[src/sv/phd_pkg.sv]
// ----------------------------------------------------------------------------
// phd_pkg: shared types and constants of the piezo hit peak detector
// Holds the phase encoding, register indexes, register file and state structs.
// ----------------------------------------------------------------------------
package phd_pkg;

  // Phase of the hit machine; code 3 is never entered and decodes as idle
  typedef enum logic [1:0] {
    PH_IDLE     = 2'd0,
    PH_CAPTURE  = 2'd1,
    PH_COOLDOWN = 2'd2
  } phase_t;

  localparam int THR_W     = 12;
  localparam int TIME_W    = 32;
  localparam int VEL_W     = 7;
  localparam int GAIN_W    = 16;
  localparam int GAIN_FRAC = 16;
  localparam int CFG_ADDR_W = 3;
  localparam int CFG_DATA_W = 32;
  localparam int OUT_W     = 16;

  localparam logic [VEL_W-1:0] VEL_MAX = 7'd127;
  localparam logic [VEL_W-1:0] VEL_LOW = 7'd1;

  // Register indexes
  localparam logic [CFG_ADDR_W-1:0] REG_TRIGGER_THR  = 3'd0;
  localparam logic [CFG_ADDR_W-1:0] REG_REARM_THR    = 3'd1;
  localparam logic [CFG_ADDR_W-1:0] REG_SCAN_WINDOW  = 3'd2;
  localparam logic [CFG_ADDR_W-1:0] REG_COOLDOWN     = 3'd3;
  localparam logic [CFG_ADDR_W-1:0] REG_FIXED_MODE   = 3'd4;
  localparam logic [CFG_ADDR_W-1:0] REG_FIXED_VEL    = 3'd5;
  localparam logic [CFG_ADDR_W-1:0] REG_VEL_GAIN     = 3'd6;
  localparam logic [CFG_ADDR_W-1:0] REG_MIN_VEL      = 3'd7;

  typedef struct packed {
    logic [THR_W-1:0]  trigger_threshold;
    logic [THR_W-1:0]  rearm_threshold;
    logic [TIME_W-1:0] scan_window_us;
    logic [TIME_W-1:0] cooldown_ms;
    logic              fixed_velocity_mode;
    logic [VEL_W-1:0]  fixed_velocity;
    logic [GAIN_W-1:0] velocity_gain;
    logic [VEL_W-1:0]  min_velocity;
  } cfg_t;

  // Machine state apart from the sample-wide peak level
  typedef struct packed {
    phase_t            phase;
    logic [TIME_W-1:0] scan_start_us;
    logic [TIME_W-1:0] last_hit_ms;
    logic [VEL_W-1:0]  held_velocity;
  } state_t;

endpackage

[src/sv/piezo_hit_peak_detector_unit.sv]
// ----------------------------------------------------------------------------
// piezo_hit_peak_detector_unit: drum trigger peak detector with retrigger mask
// One result transaction per sample transaction: hit flag, held velocity, phase.
// ----------------------------------------------------------------------------
//
//  channel  | direction | handshake            | payload
//  ---------+-----------+----------------------+----------------------------------
//  in_      | slave     | in_tvalid/in_tready  | sample, time_us, time_ms
//  out_     | master    | out_tvalid/out_tready| hit, velocity, phase
//  cfg_     | write     | cfg_we               | cfg_addr selects, cfg_wdata value
//
//  Each sample passes the input register, then the step logic into the result
//  register. Sustained rate is one sample per cycle while out_tready stays
//  high; the state loop of the phase machine (compare, one 16-bit multiply,
//  clamp), closed through the state register, sets that figure.
//  rst_n is synchronous: both stages empty, state cleared, registers back at
//  their defaults. A stalled result holds while the input register still takes
//  one more sample; the input stalls only when both stages are full.
//
module piezo_hit_peak_detector_unit #(
  parameter int SAMPLE_BITS = 12
) (
  input  logic                              clk,
  input  logic                              rst_n,
  // in_tdata fields, lowest bit up: sample, time_us, time_ms, zero padding
  input  logic                              in_tvalid,
  output logic                              in_tready,
  input  logic [((SAMPLE_BITS+2*phd_pkg::TIME_W+7)/8)*8-1:0] in_tdata,
  // out_tdata fields, lowest bit up: hit, velocity[6:0], phase[1:0], zero padding
  output logic                              out_tvalid,
  input  logic                              out_tready,
  output logic [phd_pkg::OUT_W-1:0]         out_tdata,
  input  logic                              cfg_we,
  input  logic [phd_pkg::CFG_ADDR_W-1:0]    cfg_addr,
  input  logic [phd_pkg::CFG_DATA_W-1:0]    cfg_wdata
);

  localparam int TW    = phd_pkg::TIME_W;
  localparam int US_LO = SAMPLE_BITS;
  localparam int MS_LO = SAMPLE_BITS + TW;

  phd_pkg::cfg_t cfg;

  // Input stage
  logic                   in_valid_r;
  logic [SAMPLE_BITS-1:0] sample_r;
  logic [TW-1:0]          time_us_r;
  logic [TW-1:0]          time_ms_r;

  // Result stage
  logic                   out_valid_r;
  logic [phd_pkg::OUT_W-1:0] out_data_r;
  logic [phd_pkg::OUT_W-1:0] out_data_nxt;

  // Machine state
  phd_pkg::state_t        st_r;
  phd_pkg::state_t        st_nxt;
  logic [SAMPLE_BITS-1:0] peak_r;
  logic [SAMPLE_BITS-1:0] peak_nxt;
  logic                   hit_nxt;

  logic                   advance;

  phd_cfg_regs u_cfg (
    .clk       (clk),
    .rst_n     (rst_n),
    .cfg_we    (cfg_we),
    .cfg_addr  (cfg_addr),
    .cfg_wdata (cfg_wdata),
    .cfg       (cfg)
  );

  phd_core #(.SAMPLE_BITS(SAMPLE_BITS)) u_core (
    .cfg      (cfg),
    .st       (st_r),
    .peak     (peak_r),
    .sample   (sample_r),
    .time_us  (time_us_r),
    .time_ms  (time_ms_r),
    .st_nxt   (st_nxt),
    .peak_nxt (peak_nxt),
    .hit      (hit_nxt)
  );

  // Advance the held sample into the result register when it is free or drained
  assign advance   = in_valid_r && (!out_valid_r || out_tready);
  assign in_tready = !in_valid_r || advance;

  always_ff @(posedge clk) begin
    if (!rst_n) begin
      in_valid_r <= 1'b0;
    end else if (in_tready) begin
      in_valid_r <= in_tvalid;
    end
  end

  always_ff @(posedge clk) begin
    if (in_tready && in_tvalid) begin
      sample_r  <= in_tdata[SAMPLE_BITS-1:0];
      time_us_r <= in_tdata[US_LO+TW-1:US_LO];
      time_ms_r <= in_tdata[MS_LO+TW-1:MS_LO];
    end
  end

  // Commit the machine state exactly once per sample, as it moves to the result
  always_ff @(posedge clk) begin
    if (!rst_n) begin
      st_r.phase         <= phd_pkg::PH_IDLE;
      st_r.scan_start_us <= '0;
      st_r.last_hit_ms   <= '0;
      st_r.held_velocity <= '0;
      peak_r             <= '0;
    end else if (advance) begin
      st_r   <= st_nxt;
      peak_r <= peak_nxt;
    end
  end

  always_comb begin
    out_data_nxt       = '0;
    out_data_nxt[0]    = hit_nxt;
    out_data_nxt[7:1]  = st_nxt.held_velocity;
    out_data_nxt[9:8]  = st_nxt.phase;
  end

  always_ff @(posedge clk) begin
    if (!rst_n) begin
      out_valid_r <= 1'b0;
    end else if (!out_valid_r || out_tready) begin
      out_valid_r <= in_valid_r;
    end
  end

  always_ff @(posedge clk) begin
    if (advance) begin
      out_data_r <= out_data_nxt;
    end
  end

  assign out_tvalid = out_valid_r;
  assign out_tdata  = out_data_r;

endmodule

[src/sv/phd_cfg_regs.sv]
// ----------------------------------------------------------------------------
// phd_cfg_regs: configuration register file
// Write-only registers loaded from the plain write port, reset to defaults.
// ----------------------------------------------------------------------------
module phd_cfg_regs (
  input  logic                                 clk,
  input  logic                                 rst_n,
  input  logic                                 cfg_we,
  input  logic [phd_pkg::CFG_ADDR_W-1:0]       cfg_addr,
  input  logic [phd_pkg::CFG_DATA_W-1:0]       cfg_wdata,
  output phd_pkg::cfg_t                        cfg
);

  phd_pkg::cfg_t cfg_r;

  always_ff @(posedge clk) begin
    if (!rst_n) begin
      cfg_r.trigger_threshold   <= 12'd200;
      cfg_r.rearm_threshold     <= 12'd100;
      cfg_r.scan_window_us      <= 32'd2000;
      cfg_r.cooldown_ms         <= 32'd30;
      cfg_r.fixed_velocity_mode <= 1'b0;
      cfg_r.fixed_velocity      <= 7'd100;
      cfg_r.velocity_gain       <= 16'd3049;
      cfg_r.min_velocity        <= 7'd1;
    end else if (cfg_we) begin
      case (cfg_addr)
        phd_pkg::REG_TRIGGER_THR: cfg_r.trigger_threshold <= cfg_wdata[phd_pkg::THR_W-1:0];
        phd_pkg::REG_REARM_THR:   cfg_r.rearm_threshold   <= cfg_wdata[phd_pkg::THR_W-1:0];
        phd_pkg::REG_SCAN_WINDOW: cfg_r.scan_window_us    <= cfg_wdata[phd_pkg::TIME_W-1:0];
        phd_pkg::REG_COOLDOWN:    cfg_r.cooldown_ms       <= cfg_wdata[phd_pkg::TIME_W-1:0];
        phd_pkg::REG_FIXED_MODE:  cfg_r.fixed_velocity_mode <= cfg_wdata[0];
        phd_pkg::REG_FIXED_VEL:   cfg_r.fixed_velocity    <= cfg_wdata[phd_pkg::VEL_W-1:0];
        phd_pkg::REG_VEL_GAIN:    cfg_r.velocity_gain     <= cfg_wdata[phd_pkg::GAIN_W-1:0];
        phd_pkg::REG_MIN_VEL:     cfg_r.min_velocity      <= cfg_wdata[phd_pkg::VEL_W-1:0];
        default: ;
      endcase
    end
  end

  assign cfg = cfg_r;

endmodule

[src/sv/phd_core.sv]
// ----------------------------------------------------------------------------
// phd_core: next-state and velocity logic for one sample
// Pure combinational step of the idle / capture / cooldown machine.
// ----------------------------------------------------------------------------
module phd_core #(
  parameter int SAMPLE_BITS = 12
) (
  input  phd_pkg::cfg_t                  cfg,
  input  phd_pkg::state_t                st,
  input  logic [SAMPLE_BITS-1:0]         peak,
  input  logic [SAMPLE_BITS-1:0]         sample,
  input  logic [phd_pkg::TIME_W-1:0]     time_us,
  input  logic [phd_pkg::TIME_W-1:0]     time_ms,
  output phd_pkg::state_t                st_nxt,
  output logic [SAMPLE_BITS-1:0]         peak_nxt,
  output logic                           hit
);

  localparam int CMP_W  = (SAMPLE_BITS > phd_pkg::THR_W) ? SAMPLE_BITS : phd_pkg::THR_W;
  localparam int PROD_W = SAMPLE_BITS + phd_pkg::GAIN_W;

  logic [SAMPLE_BITS-1:0]     peak_max;
  logic [PROD_W-1:0]          prod;
  logic [SAMPLE_BITS-1:0]     vel_raw;
  logic [SAMPLE_BITS-1:0]     vel_min;
  logic [phd_pkg::VEL_W-1:0]  vel_calc;
  logic                       above_trig;
  logic                       below_rearm;
  logic                       us_elapsed;
  logic                       ms_elapsed;
  logic [phd_pkg::TIME_W-1:0] us_delta;
  logic [phd_pkg::TIME_W-1:0] ms_delta;

  assign peak_max    = (sample > peak) ? sample : peak;
  assign above_trig  = CMP_W'(sample) > CMP_W'(cfg.trigger_threshold);
  assign below_rearm = CMP_W'(sample) < CMP_W'(cfg.rearm_threshold);
  assign us_delta    = time_us - st.scan_start_us;
  assign ms_delta    = time_ms - st.last_hit_ms;
  assign us_elapsed  = us_delta >= cfg.scan_window_us;
  assign ms_elapsed  = ms_delta >= cfg.cooldown_ms;

  // Scale the captured peak, drop the fraction, clamp to [min, max]
  assign prod    = PROD_W'(peak_max) * PROD_W'(cfg.velocity_gain);
  assign vel_raw = prod[PROD_W-1:phd_pkg::GAIN_FRAC];
  assign vel_min = (vel_raw < SAMPLE_BITS'(cfg.min_velocity)) ?
                   SAMPLE_BITS'(cfg.min_velocity) : vel_raw;

  always_comb begin
    if (CMP_W'(peak_max) <= CMP_W'(cfg.trigger_threshold)) begin
      vel_calc = phd_pkg::VEL_LOW;
    end else if (vel_min > SAMPLE_BITS'(phd_pkg::VEL_MAX)) begin
      vel_calc = phd_pkg::VEL_MAX;
    end else begin
      vel_calc = vel_min[phd_pkg::VEL_W-1:0];
    end
  end

  always_comb begin
    st_nxt   = st;
    peak_nxt = peak;
    hit      = 1'b0;
    case (st.phase)
      phd_pkg::PH_CAPTURE: begin
        peak_nxt = peak_max;
        if (us_elapsed) begin
          st_nxt.held_velocity = vel_calc;
          st_nxt.last_hit_ms   = time_ms;
          st_nxt.phase         = phd_pkg::PH_COOLDOWN;
          hit                  = 1'b1;
        end
      end
      phd_pkg::PH_COOLDOWN: begin
        if (ms_elapsed && below_rearm) begin
          st_nxt.phase = phd_pkg::PH_IDLE;
        end
      end
      default: begin
        st_nxt.phase = phd_pkg::PH_IDLE;
        if (above_trig) begin
          if (cfg.fixed_velocity_mode) begin
            st_nxt.held_velocity = cfg.fixed_velocity;
            st_nxt.last_hit_ms   = time_ms;
            st_nxt.phase         = phd_pkg::PH_COOLDOWN;
            hit                  = 1'b1;
          end else begin
            peak_nxt             = sample;
            st_nxt.scan_start_us = time_us;
            st_nxt.phase         = phd_pkg::PH_CAPTURE;
          end
        end
      end
    endcase
  end

endmodule

[config.mk]
export PLATFORM = sky130hd
export DESIGN_NAME = piezo_hit_peak_detector_unit
export DESIGN_NICKNAME = d
export VERILOG_FILES = /design/src/sv/phd_pkg.sv /design/src/sv/piezo_hit_peak_detector_unit.sv /design/src/sv/phd_cfg_regs.sv /design/src/sv/phd_core.sv
export SDC_FILE = /design/constraint.sdc
export NUM_CORES = 1
export LEC_CHECK = 0
export ABC_AREA = 1
export BUFFER_PORTS_ARGS = -buffer_cell sky130_fd_sc_hd__buf_2
export CAP_MARGIN = 0
export CELL_PAD_IN_SITES_DETAIL_PLACEMENT = 1
export CELL_PAD_IN_SITES_GLOBAL_PLACEMENT = 2
export CORE_MARGIN = 10
export CORE_UTILIZATION = 41
export DETAILED_ROUTE_END_ITERATION = 8
export HOLD_SLACK_MARGIN = 0.12
export PLACE_DENSITY = 0.83
export SLEW_MARGIN = 20
export SYNTH_ARGS = -nofsm -noshare
export SYNTH_HDL_FRONTEND = slang
export SYNTH_SLANG_ARGS = --single-unit
[constraint.sdc]
create_clock -name clk -period 13.6 [get_ports clk]
set_clock_uncertainty 0.1 [all_clocks]
set_input_delay 1.36 -clock clk [delete_from_list [all_inputs] [get_ports clk]]
set_output_delay 1.36 -clock clk [all_outputs]
set_load 0.01 [all_outputs]
==> results.md <==
* Post-route DRC at 0
* Critical-path top delay cell: fa_1
* Most frequent cells in the layout: inv_1, nand2_1, a21oi_1, ha_1, dfxtp_1
* RSZ-0062 raised after global routing: no
* First-pass GRT wire length at 106,000 um
* Top Ports at around 140
* Maximum fanout along the worst path at 22
* PortBufs at between 100 and 150
* Sink Count at 292
* Drt pass-1 iters at 4
* Crit-path most repeated cell: nand2_1
* Final count of pins violating max slew at 0
* Fmax achieved at 111 MHz
* Post-route ant nets at 0
* DRT iter0 DRCs at ~740
* Critical setup path kind: reg -> reg
* DR top layer: met5
* Status: finished clean
* CP startpoint kind: flop
* Initial antenna violation count at 2
* Final Hold Viols at 0
* Via count at 18,600
* WL met1 at 27,400 um
* Row cnt at 84
* Synth Register Bits at 292
* Initial core utilization at 41.7%
* Core area at 0.0530 mm2
* Min-Delay Path Class: reg -> reg
* Setup repair bufs after CTS at 0
* Total CTS buffers at 34
* Max-cap viol count at 0
* Critical path's largest stage delay at 550 ps
* GRT Total Usage at 20.7%
* Synth area leader: dfxtp_1
* Slew HR at 28.9%
* Die area at 0.0635 mm2
* Pin count of the biggest net entering global routing at 90
* WL per Instance at between 15 and 20 um
* Total Wirelength at 65,100 um
* Longest Clk Path Bufs at 3
* Via count of the first global-routing pass at 20,300
* Crit share post-route at about two thirds
* Detail Placement HPWL at roughly 51,000 um
* Worst Setup End Kind: flop
* Dominant cells by area after synthesis: dfxtp_1, ha_1, fa_1, edfxtp_1, inv_1
* Slew @ Worst Pin at 1060 ps
* Commonest non-fill, non-tap cell in the layout: inv_1
* H-tree levels at 2
* Die Ht at approximately 250 um
* Final setup fails at 0
* Clock latency on the worst-skew pair at ~540 ps
* Synth warn at 0
* CP Data Required Time at 13,770 ps
* Post-synthesis cell count at approximately 2,700
* CTS tree: done
* Syn Area/Cell at 8.08 um2
* Die Wd at 252 um
* Final Critical Period at 8990 ps
* Root Buffer: clkbuf_16
* GRT Residual Overflow at 0
* Synthesis-to-finish area growth at 10.9%
* Sequential area share after synthesis at 30.4%
* Placer congestion estimate at 0.854
* Layout cells sized above 1 at 8.30%
* Routed wl met2 at between 30,000 and 40,000 um
* Cell Area, Synth at 0.0221 mm2
* Setup tns final at 0 ps
* Clock Pin Slew Worst Setup and Hold Paths at 60 ps
* Hold_buf cts at 0
* Worst Path Arrival at roughly 9200 ps
* Yosys top cell area share at 18.7%
* Count of cell types in the netlist at 53
* Antenna fix cells at 0
* # resized after CTS at 0
* Vias/cell at about 5.2
* Metal3 WL at 2030 um
* Final Net Count at 3,334
* Fill count at 6,492
final cells by class:
class                   count  area [um2]  share of cell area [%]
clock inverters            14        95.1                   0.388
clock buffers              48        1010                    4.11
repair buffers            145         773                    3.16
well taps                 688         861                    3.51
flip-flops and latches    292        6710                    27.4
inverters                 530        1990                    8.12
multi-input cells        1827       13100                    53.3
per-layer routing:
layer  track usage, %  vias up
met5                0        -
met4             6.11        4
met3             3.13       97
met2             38.7      230
met1             23.8     9190
li1                 -     9044
cell usage after synthesis (all sizes together):
| library cell | n |
|---|---|
| conb | 1 |
| nor2 | 187 |
| a2111oi | 2 |
| a21oi | 282 |
| o221ai | 7 |
| a2111o | 1 |
| o31ai | 2 |
| a22oi | 32 |
| o21ai | 223 |
| fa | 141 |
| o221a | 2 |
| a21o | 4 |
| nor3b | 1 |
| clkbuf | 68 |
| dfxtp | 206 |
| a211oi | 11 |
| a31oi | 11 |
| ha | 243 |
| nand2 | 437 |
| edfxtp | 86 |
| nand3b | 3 |
| o21a | 6 |
| xor2 | 40 |
| nor3 | 21 |
| o211ai | 27 |
| nor4 | 1 |
| nand4 | 21 |
| and2 | 2 |
| xnor2 | 30 |
| o21bai | 1 |
| inv | 523 |
| clkinv | 7 |
| a21boi | 12 |
| nor4b | 1 |
| nand3 | 67 |
| a221oi | 3 |
| buf | 19 |
critical path: cells and delay by family, from the launching register on:
family          cells  cell delay (ps)
buf+inv             6              750
fa+ha+maj           8             3520
flops               1              520
compound gates      8             1770
xor+xnor            1              190
simple gates       14             1850
per-stage QoR:
step	worst slack, ps	cell area [um2]	util [%]	hold slack [ps]	instances
floorplan	5850	22100	-	324	2736
global placement	4790	23400	44.2	336	3482
detailed placement	4630	23400	44.2	353	3482
CTS	4570	24500	46.2	360	3544
global route	4020	24500	46.2	377	3544
finish	4610	24500	46.2	357	3544
sequential cells by signal, summed over array words and instances (netlist names):
| signal | cells |
|---|---|
| in_valid_r | 1 |
| out_tvalid | 1 |
| st_r | 73 |
| out_tdata | 10 |
| sample_r | 12 |
| time_us_r | 32 |
| u_cfg.cfg | 119 |
| peak_r | 12 |
| time_ms_r | 32 |
cells by family after synthesis:
family,after synthesis,synth area share (%)
other,1,0.0170
DFF,292,30.4
AOI/OAI and AO/OA,626,15.8
buffers and inverters,617,10.6
xor gates and xnor gates,70,2.78
adders and majority gates,384,26.6
and+or+nand+nor,741,13.9
path summary, 6_finish.rpt:
kind / to / slack [ps] / startpoint / cells past startpoint
setup / recovery: out_tdata[1] / 4610 / sample_r[11] / 37
hold / removal: st_r[54] / 360 / st_r[54] / 2
setup reg to reg: out_tdata[1] / 4610 / sample_r[11] / 37
hold reg to reg: st_r[54] / 360 / st_r[54] / 2
Power is not shown: default switching activity piles up to over one toggle a cycle in this logic, so the estimate is an artifact.
